File: src/design/bfqs_pkg.sv
`default_nettype none

package bfqs_pkg;

  // item codes on in_mode
  localparam logic [1:0] MODE_FILL  = 2'd0;
  localparam logic [1:0] MODE_PIXEL = 2'd1;
  localparam logic [1:0] MODE_SCAN  = 2'd2;

  // one-hot sequencer states
  typedef enum logic [3:0] {
    ST_IDLE     = 4'b0001,
    ST_FILL     = 4'b0010,
    ST_PIX_WR   = 4'b0100,
    ST_SCAN_OUT = 4'b1000
  } state_t;

  localparam logic [7:0] BYTE_ONES = 8'hff;

endpackage

`default_nettype wire

File: src/design/bitpacked_framebuffer_quarter_scan_unit.sv
`default_nettype none

// Monochrome frame store, one bit per pixel, eight pixels per byte with the
// leftmost pixel in bit 7, rows stored top to bottom.
// Input channel: a transaction is taken on a rising edge with start high and
// busy low. in_mode selects fill screen, draw one pixel or read one scan byte.
// Result channel: out_valid is high for exactly one cycle with out_scan_byte;
// the receiver cannot stall, so the byte must be taken in that cycle.
// Config channel: cfg_ready is always high; cfg_negative_polarity is written
// on cfg_valid and is meant to change only while the block is idle.
// Transaction flow, all set by the single port of the byte store:
//   scan read: result in the cycle after acceptance; the next transaction may
//     be accepted in that result cycle, so scans run one per cycle
//   pixel draw: a read, then a write back; busy during the write
//   off-screen pixel or unused mode: no store write, busy stays low
//   fill: busy while one byte of the store is written per cycle
// Reset: the store (256 bytes at the default size) is cleared by a pass
// with busy high; config writes are taken anyway.
module bitpacked_framebuffer_quarter_scan_unit #(
  parameter int SCREEN_COLUMNS = 64,
  parameter int SCREEN_ROWS    = 32
) (
  input  wire logic               clk,
  input  wire logic               rst_n,
  input  wire logic               start,
  output logic                    busy,
  input  wire logic [1:0]         in_mode,
  input  wire logic signed [15:0] in_x_coord,
  input  wire logic signed [15:0] in_y_coord,
  input  wire logic               in_pixel_value,
  input  wire logic [1:0]         in_scan_part,
  input  wire logic [5:0]         in_scan_index,
  output logic                    out_valid,
  output logic [7:0]              out_scan_byte,
  input  wire logic               cfg_valid,
  output logic                    cfg_ready,
  input  wire logic               cfg_negative_polarity
);

  localparam int ROW_BYTES   = (SCREEN_COLUMNS + 7) / 8;
  localparam int STORE_BYTES = ROW_BYTES * SCREEN_ROWS;
  localparam int AW          = $clog2(STORE_BYTES);
  localparam int YW          = $clog2(SCREEN_ROWS);

  // scan lookup: index {part, index}, top bit marks an in-range position
  typedef logic [AW:0] scan_tab_t [256];

  function automatic scan_tab_t build_scan_tab();
    scan_tab_t tab;
    int        per_part;
    int        col;
    int        step;
    int        row;
    for (int p = 0; p < 4; p++) begin
      per_part = (SCREEN_ROWS + p) / 4;
      col      = 0;
      step     = 0;
      for (int i = 0; i < 64; i++) begin
        if (per_part != 0 && col < ROW_BYTES) begin
          row            = SCREEN_ROWS - 4 + p - 4 * step;
          tab[p * 64 + i] = {1'b1, AW'(row * ROW_BYTES + col)};
        end else begin
          tab[p * 64 + i] = '0;
        end
        step = step + 1;
        if (step == per_part) begin
          step = 0;
          col  = col + 1;
        end
      end
    end
    return tab;
  endfunction

  localparam scan_tab_t SCAN_TAB = build_scan_tab();

  bfqs_pkg::state_t state_r, state_nxt;
  logic [AW-1:0]    fill_cnt_r, fill_cnt_nxt;
  logic [7:0]       fill_val_r, fill_val_nxt;
  logic [AW-1:0]    pix_addr_r, pix_addr_nxt;
  logic [7:0]       pix_mask_r, pix_mask_nxt;
  logic             pix_set_r, pix_set_nxt;
  logic             scan_zero_r, scan_zero_nxt;
  logic             polarity_r;

  logic          accept;
  logic [15:0]   x_u;
  logic [15:0]   y_u;
  logic          pix_on_screen;
  logic [AW-1:0] pix_addr;
  logic [AW:0]   scan_entry;
  logic          mem_we;
  logic [AW-1:0] mem_addr;
  logic [7:0]    mem_wdata;
  logic [7:0]    mem_rd_data;

  // handshake
  assign busy      = !(state_r == bfqs_pkg::ST_IDLE || state_r == bfqs_pkg::ST_SCAN_OUT);
  assign accept    = start && !busy;
  assign cfg_ready = 1'b1;

  // polarity register
  always_ff @(posedge clk) begin
    if (!rst_n) begin
      polarity_r <= 1'b0;
    end else if (cfg_valid) begin
      polarity_r <= cfg_negative_polarity;
    end
  end

  // pixel address and bounds
  assign x_u           = $unsigned(in_x_coord);
  assign y_u           = $unsigned(in_y_coord);
  assign pix_on_screen = !x_u[15] && !y_u[15] &&
                         (x_u < 16'(SCREEN_COLUMNS)) && (y_u < 16'(SCREEN_ROWS));
  assign pix_addr      = AW'(y_u[YW-1:0]) * AW'(ROW_BYTES) + AW'(x_u >> 3);

  // scan position lookup
  assign scan_entry = SCAN_TAB[{in_scan_part, in_scan_index}];

  // sequencer
  always_comb begin
    state_nxt     = state_r;
    fill_cnt_nxt  = fill_cnt_r;
    fill_val_nxt  = fill_val_r;
    pix_addr_nxt  = pix_addr_r;
    pix_mask_nxt  = pix_mask_r;
    pix_set_nxt   = pix_set_r;
    scan_zero_nxt = scan_zero_r;
    mem_we        = 1'b0;
    mem_wdata     = fill_val_r;
    mem_addr      = scan_entry[AW-1:0];
    case (state_r)
      bfqs_pkg::ST_FILL: begin
        mem_we       = 1'b1;
        mem_addr     = fill_cnt_r;
        fill_cnt_nxt = fill_cnt_r + 1'b1;
        if (fill_cnt_r == AW'(STORE_BYTES - 1)) begin
          state_nxt = bfqs_pkg::ST_IDLE;
        end
      end
      bfqs_pkg::ST_PIX_WR: begin
        mem_we    = 1'b1;
        mem_addr  = pix_addr_r;
        mem_wdata = pix_set_r ? (mem_rd_data | pix_mask_r) : (mem_rd_data & ~pix_mask_r);
        state_nxt = bfqs_pkg::ST_IDLE;
      end
      default: begin
        state_nxt = bfqs_pkg::ST_IDLE;
        if (accept) begin
          case (in_mode)
            bfqs_pkg::MODE_FILL: begin
              state_nxt    = bfqs_pkg::ST_FILL;
              fill_cnt_nxt = '0;
              fill_val_nxt = in_pixel_value ? bfqs_pkg::BYTE_ONES : 8'h00;
            end
            bfqs_pkg::MODE_PIXEL: begin
              mem_addr     = pix_addr;
              pix_addr_nxt = pix_addr;
              pix_mask_nxt = 8'h80 >> x_u[2:0];
              pix_set_nxt  = in_pixel_value ^ polarity_r;
              if (pix_on_screen) begin
                state_nxt = bfqs_pkg::ST_PIX_WR;
              end
            end
            bfqs_pkg::MODE_SCAN: begin
              mem_addr      = scan_entry[AW-1:0];
              scan_zero_nxt = !scan_entry[AW];
              state_nxt     = bfqs_pkg::ST_SCAN_OUT;
            end
            default: begin
              state_nxt = bfqs_pkg::ST_IDLE;
            end
          endcase
        end
      end
    endcase
  end

  // control state; reset starts the clearing pass
  always_ff @(posedge clk) begin
    if (!rst_n) begin
      state_r    <= bfqs_pkg::ST_FILL;
      fill_cnt_r <= '0;
      fill_val_r <= 8'h00;
    end else begin
      state_r    <= state_nxt;
      fill_cnt_r <= fill_cnt_nxt;
      fill_val_r <= fill_val_nxt;
    end
  end

  // per-transaction payload
  always_ff @(posedge clk) begin
    pix_addr_r  <= pix_addr_nxt;
    pix_mask_r  <= pix_mask_nxt;
    pix_set_r   <= pix_set_nxt;
    scan_zero_r <= scan_zero_nxt;
  end

  bfqs_store #(
    .DEPTH (STORE_BYTES),
    .AW    (AW)
  ) u_store (
    .clk     (clk),
    .we      (mem_we),
    .addr    (mem_addr),
    .wdata   (mem_wdata),
    .rd_data (mem_rd_data)
  );

  // result strobe
  assign out_valid     = (state_r == bfqs_pkg::ST_SCAN_OUT);
  assign out_scan_byte = scan_zero_r ? 8'h00 : mem_rd_data;

endmodule

`default_nettype wire

File: src/design/bfqs_store.sv
`default_nettype none

module bfqs_store #(
  parameter int DEPTH = 256,
  parameter int AW    = 8
) (
  input  wire logic          clk,
  input  wire logic          we,
  input  wire logic [AW-1:0] addr,
  input  wire logic [7:0]    wdata,
  output logic      [7:0]    rd_data
);

  logic [7:0] mem [DEPTH];

  // single port byte store, registered read
  always_ff @(posedge clk) begin
    if (we) begin
      mem[addr] <= wdata;
    end
    rd_data <= mem[addr];
  end

endmodule

`default_nettype wire

File: config.mk
export PLATFORM = sky130hd
export DESIGN_NAME = bitpacked_framebuffer_quarter_scan_unit
export DESIGN_NICKNAME = d
export VERILOG_FILES = /design/src/design/bfqs_pkg.sv /design/src/design/bitpacked_framebuffer_quarter_scan_unit.sv /design/src/design/bfqs_store.sv
export SDC_FILE = /design/constraint.sdc
export NUM_CORES = 2
export LEC_CHECK = 0
export ABC_AREA = 1
export BUFFER_PORTS_ARGS = -buffer_cell sky130_fd_sc_hd__buf_2
export CAP_MARGIN = 15
export CORE_MARGIN = 2
export CORE_UTILIZATION = 51
export CTS_CLUSTER_SIZE = 28
export DETAILED_ROUTE_END_ITERATION = 6
export PLACE_DENSITY = 0.66
export SLEW_MARGIN = 15
export SYNTH_ARGS = -nofsm -noshare
export SYNTH_HDL_FRONTEND = slang
export SYNTH_SLANG_ARGS = --single-unit
File: constraint.sdc
create_clock -name clk -period 14.6 [get_ports clk]
set_input_delay 2.92 -clock clk [delete_from_list [all_inputs] [get_ports clk]]
set_output_delay 2.92 -clock clk [all_outputs]
set_load 0.01 [all_outputs]
After elaboration in Yosys (flattened, before gate mapping)

Memory sizes are Yosys's and may differ from the RTL's. A register that Yosys moved wholly into a read port is not among the register bits.
Index checks and enable logic that the tools add are counted.

Bits in registers: 39
RAM bits: 2048
ROM bits: 2304
Output and inout bits: 11
Word-level logic and storage cells: 68
Memories: 2

Memory list:

| name             | depth | width | read ports | clocked after memory_dff | write ports | RTL line                                       | text |
|---|---|---|---|---|---|---|---|
| (name not given) | 256   | 9     | 1          | 0                        | 0           | bitpacked_framebuffer_quarter_scan_unit.sv:119 | `assign scan_entry = SCAN_TAB[{in_scan_part, in_scan_index}];` |
| u_store.mem      | 256   | 8     | 1          | 1                        | 1           | bfqs_store.sv:14                               | `logic [7:0] mem [DEPTH];` |

$add $sub $neg: 2
Order comparisons: 3
Equal/unequal tests: 8
Shifts and indexed selects: 1
Multiplexer cells: 20
Bitwise gates (word level): 7
Reduce and logical (&&, ||, !) cells: 17

Operators with widths:

| cell                                                                   | number |
|---|---|
| 8-bit two-way mux                                                      | 8 |
| 8-bit case mux with 2 select lines                                     | 2 |
| 9-bit two-way mux                                                      | 2 |
| 16-bit by 6-bit < comparator with 1-bit output (second input constant) | 1 |
| 16-bit by 7-bit < comparator with 1-bit output (second input constant) | 1 |
| 4-bit case mux with 3 select lines                                     | 1 |
| 3-bit AND reduction                                                    | 4 |
| 9-bit greater-or-equal comparator (second input constant)              | 1 |
| 8-bit inverter with 9-bit output                                       | 1 |
| 8-bit by 1-bit adder with 8-bit output (second input constant)         | 1 |
| 8-bit adder                                                            | 1 |
| 8-bit AND                                                              | 1 |
| 8-bit equality test (second input constant)                            | 1 |
| 4-bit two-way mux                                                      | 2 |
| 8-bit inverter                                                         | 1 |
| 8-bit bitwise OR                                                       | 1 |
| 4-bit case mux with 2 select lines                                     | 1 |
| 8-bit by 3-bit right shift with 8-bit output (first input constant)    | 1 |
| 4-bit by 1-bit equality test with 1-bit output (second input constant) | 1 |
| 4-bit by 2-bit equality test with 1-bit output (second input constant) | 1 |
| 4-bit by 3-bit equality test with 1-bit output (second input constant) | 1 |
| 4-bit equality test (second input constant)                            | 1 |
| 1-bit logical AND                                                      | 4 |
| 1-bit logical NOT                                                      | 4 |
| 11 further kinds                                                       | 15 |

Depth between registers and ports, before layout

Depth after elaboration: 8
Gate-level depth with buffers: 23

Modules after synthesis

Synthesis repeated with hierarchy kept, for this count alone.

Cell total of the unflattened synthesis: 8294
Area, all modules: 86858.3 sq um

Modules (own cells, without submodules):

| module                                  | instances | cells an instance | area each (sq um) | sequential area each (sq um) |
|---|---|---|---|---|
| bfqs_store                              | 1         | 8021              | 84856.4           | 61659.1 |
| bitpacked_framebuffer_quarter_scan_unit | 1         | 273               | 2001.9            | 790.8 |

Worst setup path before layout

OpenSTA, ideal clock, no wires.

Path type: register to register
Start point: reg state_r[1]
End point: mem u_store.mem[0][0], data pin
Setup time: 2.187 ns
Arrival: 10.686 ns
Path slack: 1.727 ns
Cell stages (with the launch flop): 5
Buffers on the path: 1
Clock period less this slack: 12.873 ns
Path through: dfxtp_1 > nor2_2 > nand3_1 > clkbuf_1 > o21ai_0

Longest elaborated chain between the ends: 2

RTL lines:

| element                                        | RTL line                                       | text |
|---|---|---|
| start, declared                                | bitpacked_framebuffer_quarter_scan_unit.sv:77  | `bfqs_pkg::state_t state_r, state_nxt;` |
| start signal, assigned                         | bitpacked_framebuffer_quarter_scan_unit.sv:183 | `state_r <= bfqs_pkg::ST_FILL;` |
| start signal, assigned                         | bitpacked_framebuffer_quarter_scan_unit.sv:187 | `state_r <= state_nxt;` |
| 4-bit by 3-bit equality test with 1-bit output | bitpacked_framebuffer_quarter_scan_unit.sv:133 | `case (state_r)` |
| 8-bit two-way mux                              | bitpacked_framebuffer_quarter_scan_unit.sv:133 |  |
| named net mem_wdata[0]                         | bitpacked_framebuffer_quarter_scan_unit.sv:94  | `logic [7:0] mem_wdata;` |
| end, declared                                  | bfqs_store.sv:14                               |  |

The timed path passes the listed nets, and every way through them passes these cells.

Worst setup path in the final report

Start point: in in_mode[1]
End point: reg u_store.rd_data[6] (read register of u_store.mem)

Longest elaborated chain between the ends: 4

RTL lines:

| element                                        | RTL line                                       | text |
|---|---|---|
| start, declared                                | bitpacked_framebuffer_quarter_scan_unit.sv:27  | `input wire logic [1:0] in_mode,` |
| 2-bit by 1-bit equality test with 1-bit output | bitpacked_framebuffer_quarter_scan_unit.sv:151 | `case (in_mode)` |
| 8-bit two-way mux                              | bitpacked_framebuffer_quarter_scan_unit.sv:151 |  |
| 8-bit two-way mux                              | bitpacked_framebuffer_quarter_scan_unit.sv:150 | `if (accept) begin` |
| 8-bit case mux with 2 select lines             | bitpacked_framebuffer_quarter_scan_unit.sv:133 |  |
| end, declared                                  | bfqs_store.sv:11                               | `output logic [7:0] rd_data` |

Every way passes these cells.
A chain may end at the register's enable or synchronous reset.

==> results.tsv <==
metric	value	unit
io_pins	59	
synth_area	0.0936	mm^2
hold_class	reg -> reg	
drv_slew	0	
cp-end-kind	register	
rows	157	
synth_edf_count	2065	
initial_utilization	51.2	%
first_pass_iters	6	
stdcell_count	11327	
dp_hpwl	135	mm
cts_max_level	4	
worstMarginPinSlew	1190	ps
tritoncts	yes	
syn-instance-count	8949	
crit_fanout	124	
hold_slack	509	ps
power.density	145	mW/mm^2
finalHoldViolCount	0	
die_x	432	um
clockBufferDepth	3	
cp.required	15330	ps
nFillCells	15317	
async_reset_ff_share	0	%
fin_crit_sh	52.9	%
gp_congestion	0.852	
fmax	0.130	GHz
path_common_cell	nand2_1	
overflow	0	
crit_buf_inv	4	
ys_ff_latch	2087	
cpMaxStageDelayCell	buf_4	
cap_violations	0	
startpoint_type	input port	
outcome	complete, no violations	
critPathArrivalTime	8450	ps
final_common_cell	nand2_1	
cts_setup_buffers	0	
grt_pass1_wl	375	mm
cts.sinks	2087	
io_buffers	57	
cp.depth	22	
viasPerCell	5.56	
cp_top_family	simple AND/OR/NAND/NOR gates	
mostFrequentLayoutCells	nand2_1, edfxtp_1, inv_1, nand3_1, nand3b_1	
nNetsFinal	8825	
slowest_delay	880	ps
final_layout_size_suffix_gt1_share	5.32	%
root_buffer	clkbuf_16	
rsz0062_at_grt	false	
cts.repair.resized	0	
areaGrowthSynthToFinish	8.72	%
max-slew-margin-rel	20.3	%
skew	35.5	ps
clk_latency	860	ps
clk_pin_slew	70	ps
die_h	432	um
yosysWarnings	0	
postLayoutCoreUtil	55.7	%
initialDrtViolationCount	7258	
postRouteAntennaNets	0	
grtUsageTotal	26.5	%
antenna_found_initial	3	
grt_max_degree	193	
first_global_vias	60347	
min_period	7720	ps
die-area	0.187	mm^2
setup_viol	0	
dp.cells	10946	
setup_tns	0	ps
crit_chain	buf_2, inv_1, nand2_1, nand2_1, nand2_1, nand3_1, nand2_1, nand2_8, nand2_4, buf_4, buf_4, nand2_1, nand3_1, nand2_1, nand2_1, nand2_1, o21ai_0, nand2_1, nor2_1, nor2_1, nor2_1, nand2_1	
design.core.area	0.183	mm^2
synth_nets	9003	
yosysSeqAreaShare	66.7	%
wirelength	250	mm
vias	63025	
reg2reg_depth	21	
leakagePower	43.0	nW
ys.flop_type	edfxtp_1	
route.detailed.drc	0	
hold_depth	2	
routedWlPerCell	22.1	um
postCtsHoldBufs	0	
crit_type	in -> reg	
avgSynthCellArea	10.5	um^2
vdd_drop_max	0.147	mV
yosysUniqueCellTypes	40	
cts_made_buffers	208	
-- metrics by stage --
| step | cell area [um^2] | setup slack (ps) | power, W |
|---|---|---|---|
| 6_report | 102000 | 6880 | 0.0147 |
| 5_1_grt | 102000 | 6490 | 0.0153 |
| 4_1_cts | 102000 | 7060 | 0.0147 |
| 3_5_place_dp | 95300 | 6160 | 0.00970 |
| 3_3_place_gp | 95300 | 6150 | 0.00967 |
| 2_1_floorplan | 93600 | 1730 | 0.00882 |
-- registers in the layout, summed over array words and instances, names as in the netlist --
signal and cells:
state_r 4, polarity_r 1, fill_cnt_r 8, u_store.mem 2048, pix_set_r 1, pix_mask_r 8
u_store.rd_data 8, fill_val_r 1, pix_addr_r 8
-- cell families (layout without fill, tap and decap cells) --
kind of cell	count (synthesis)	in the layout	synth area share, %
fa+ha+maj	6	6	0.0883
buf+inv	1744	1735	7.59
xor+xnor	5	5	0.0468
other cells	1	3	0.00401
flops	2087	2087	66.7
simple gates	4789	4789	23.8
compound gates	317	317	1.72
-- layout make-up --
cell class              count  area, um^2  share of cell area (%)
inverters                1202        4510                    4.44
well taps                2385        2980                    2.93
clock buffers             260        5490                    5.39
diodes                      2        5.00                 0.00492
multi-input cells        5118       24200                    23.8
repair buffers            154        1150                    1.13
flip-flops and latches   2087       62400                    61.4
clock inverters           119         925                   0.909
-- synth_stat cells (4+ instances only) --
master | n | area (um^2)
nor2_2 | 5 | 31.3
inv_1 | 1195 | 4490
o21ai_0 | 105 | 526
inv_2 | 7 | 26.3
ha_1 | 5 | 62.6
nor3_1 | 14 | 70.1
edfxtp_1 | 2065 | 62000
buf_4 | 22 | 165
a21oi_1 | 12 | 60.1
buf_1 | 25 | 93.8
buf_6 | 9 | 101
nor2_1 | 499 | 1870
xor2_1 | 4 | 35.0
nand2_1 | 2458 | 9230
buf_2 | 321 | 1610
nand3_1 | 1003 | 5020
nand2_2 | 5 | 31.3
nand3b_1 | 785 | 5890
o21ai_1 | 192 | 961
dfxtp_1 | 22 | 440
clkbuf_1 | 164 | 616
nor4_1 | 6 | 37.5
-- report_power, final --
part | internal (W) | switching [W] | leakage [nW]
registers | 0.00653 | 0.0000429 | 23.2
clock network | 0.00286 | 0.00225 | 3.14
logic | 0.000833 | 0.00222 | 16.7
-- worst paths after layout --
path / from / to / slack (ps)
worst min-delay path: fill_cnt_r[3] / fill_cnt_r[4] / 510
worst max-delay path: in_mode[1] / u_store.rd_data[6] / 6880
worst min register to register: fill_cnt_r[3] / fill_cnt_r[4] / 510
worst max register to register: state_r[1] / u_store.rd_data[5] / 7420
-- per-layer routing --
| metal | vias up | routed length [um] | GRT usage, % | share of wire [%] |
|---|---|---|---|---|
| li1 | 29277 | - | - | - |
| met1 | 30495 | 104000 | 37.3 | 42 |
| met5 | - | 177 | 0.625 | 0.071 |
| met3 | 409 | 22800 | 4.78 | 9.1 |
| met2 | 2840 | 114000 | 41.4 | 46 |
| met4 | 4 | 8800 | 9.68 | 3.5 |
-- worst min-delay path: cells and delay by family (launching register included) --
family / cells / cell delay (ps)
AOI/OAI and AO/OA: 1 / 60
DFF: 1 / 320
and+or+nand+nor: 1 / 80
(Power assumes the default switching activity.)
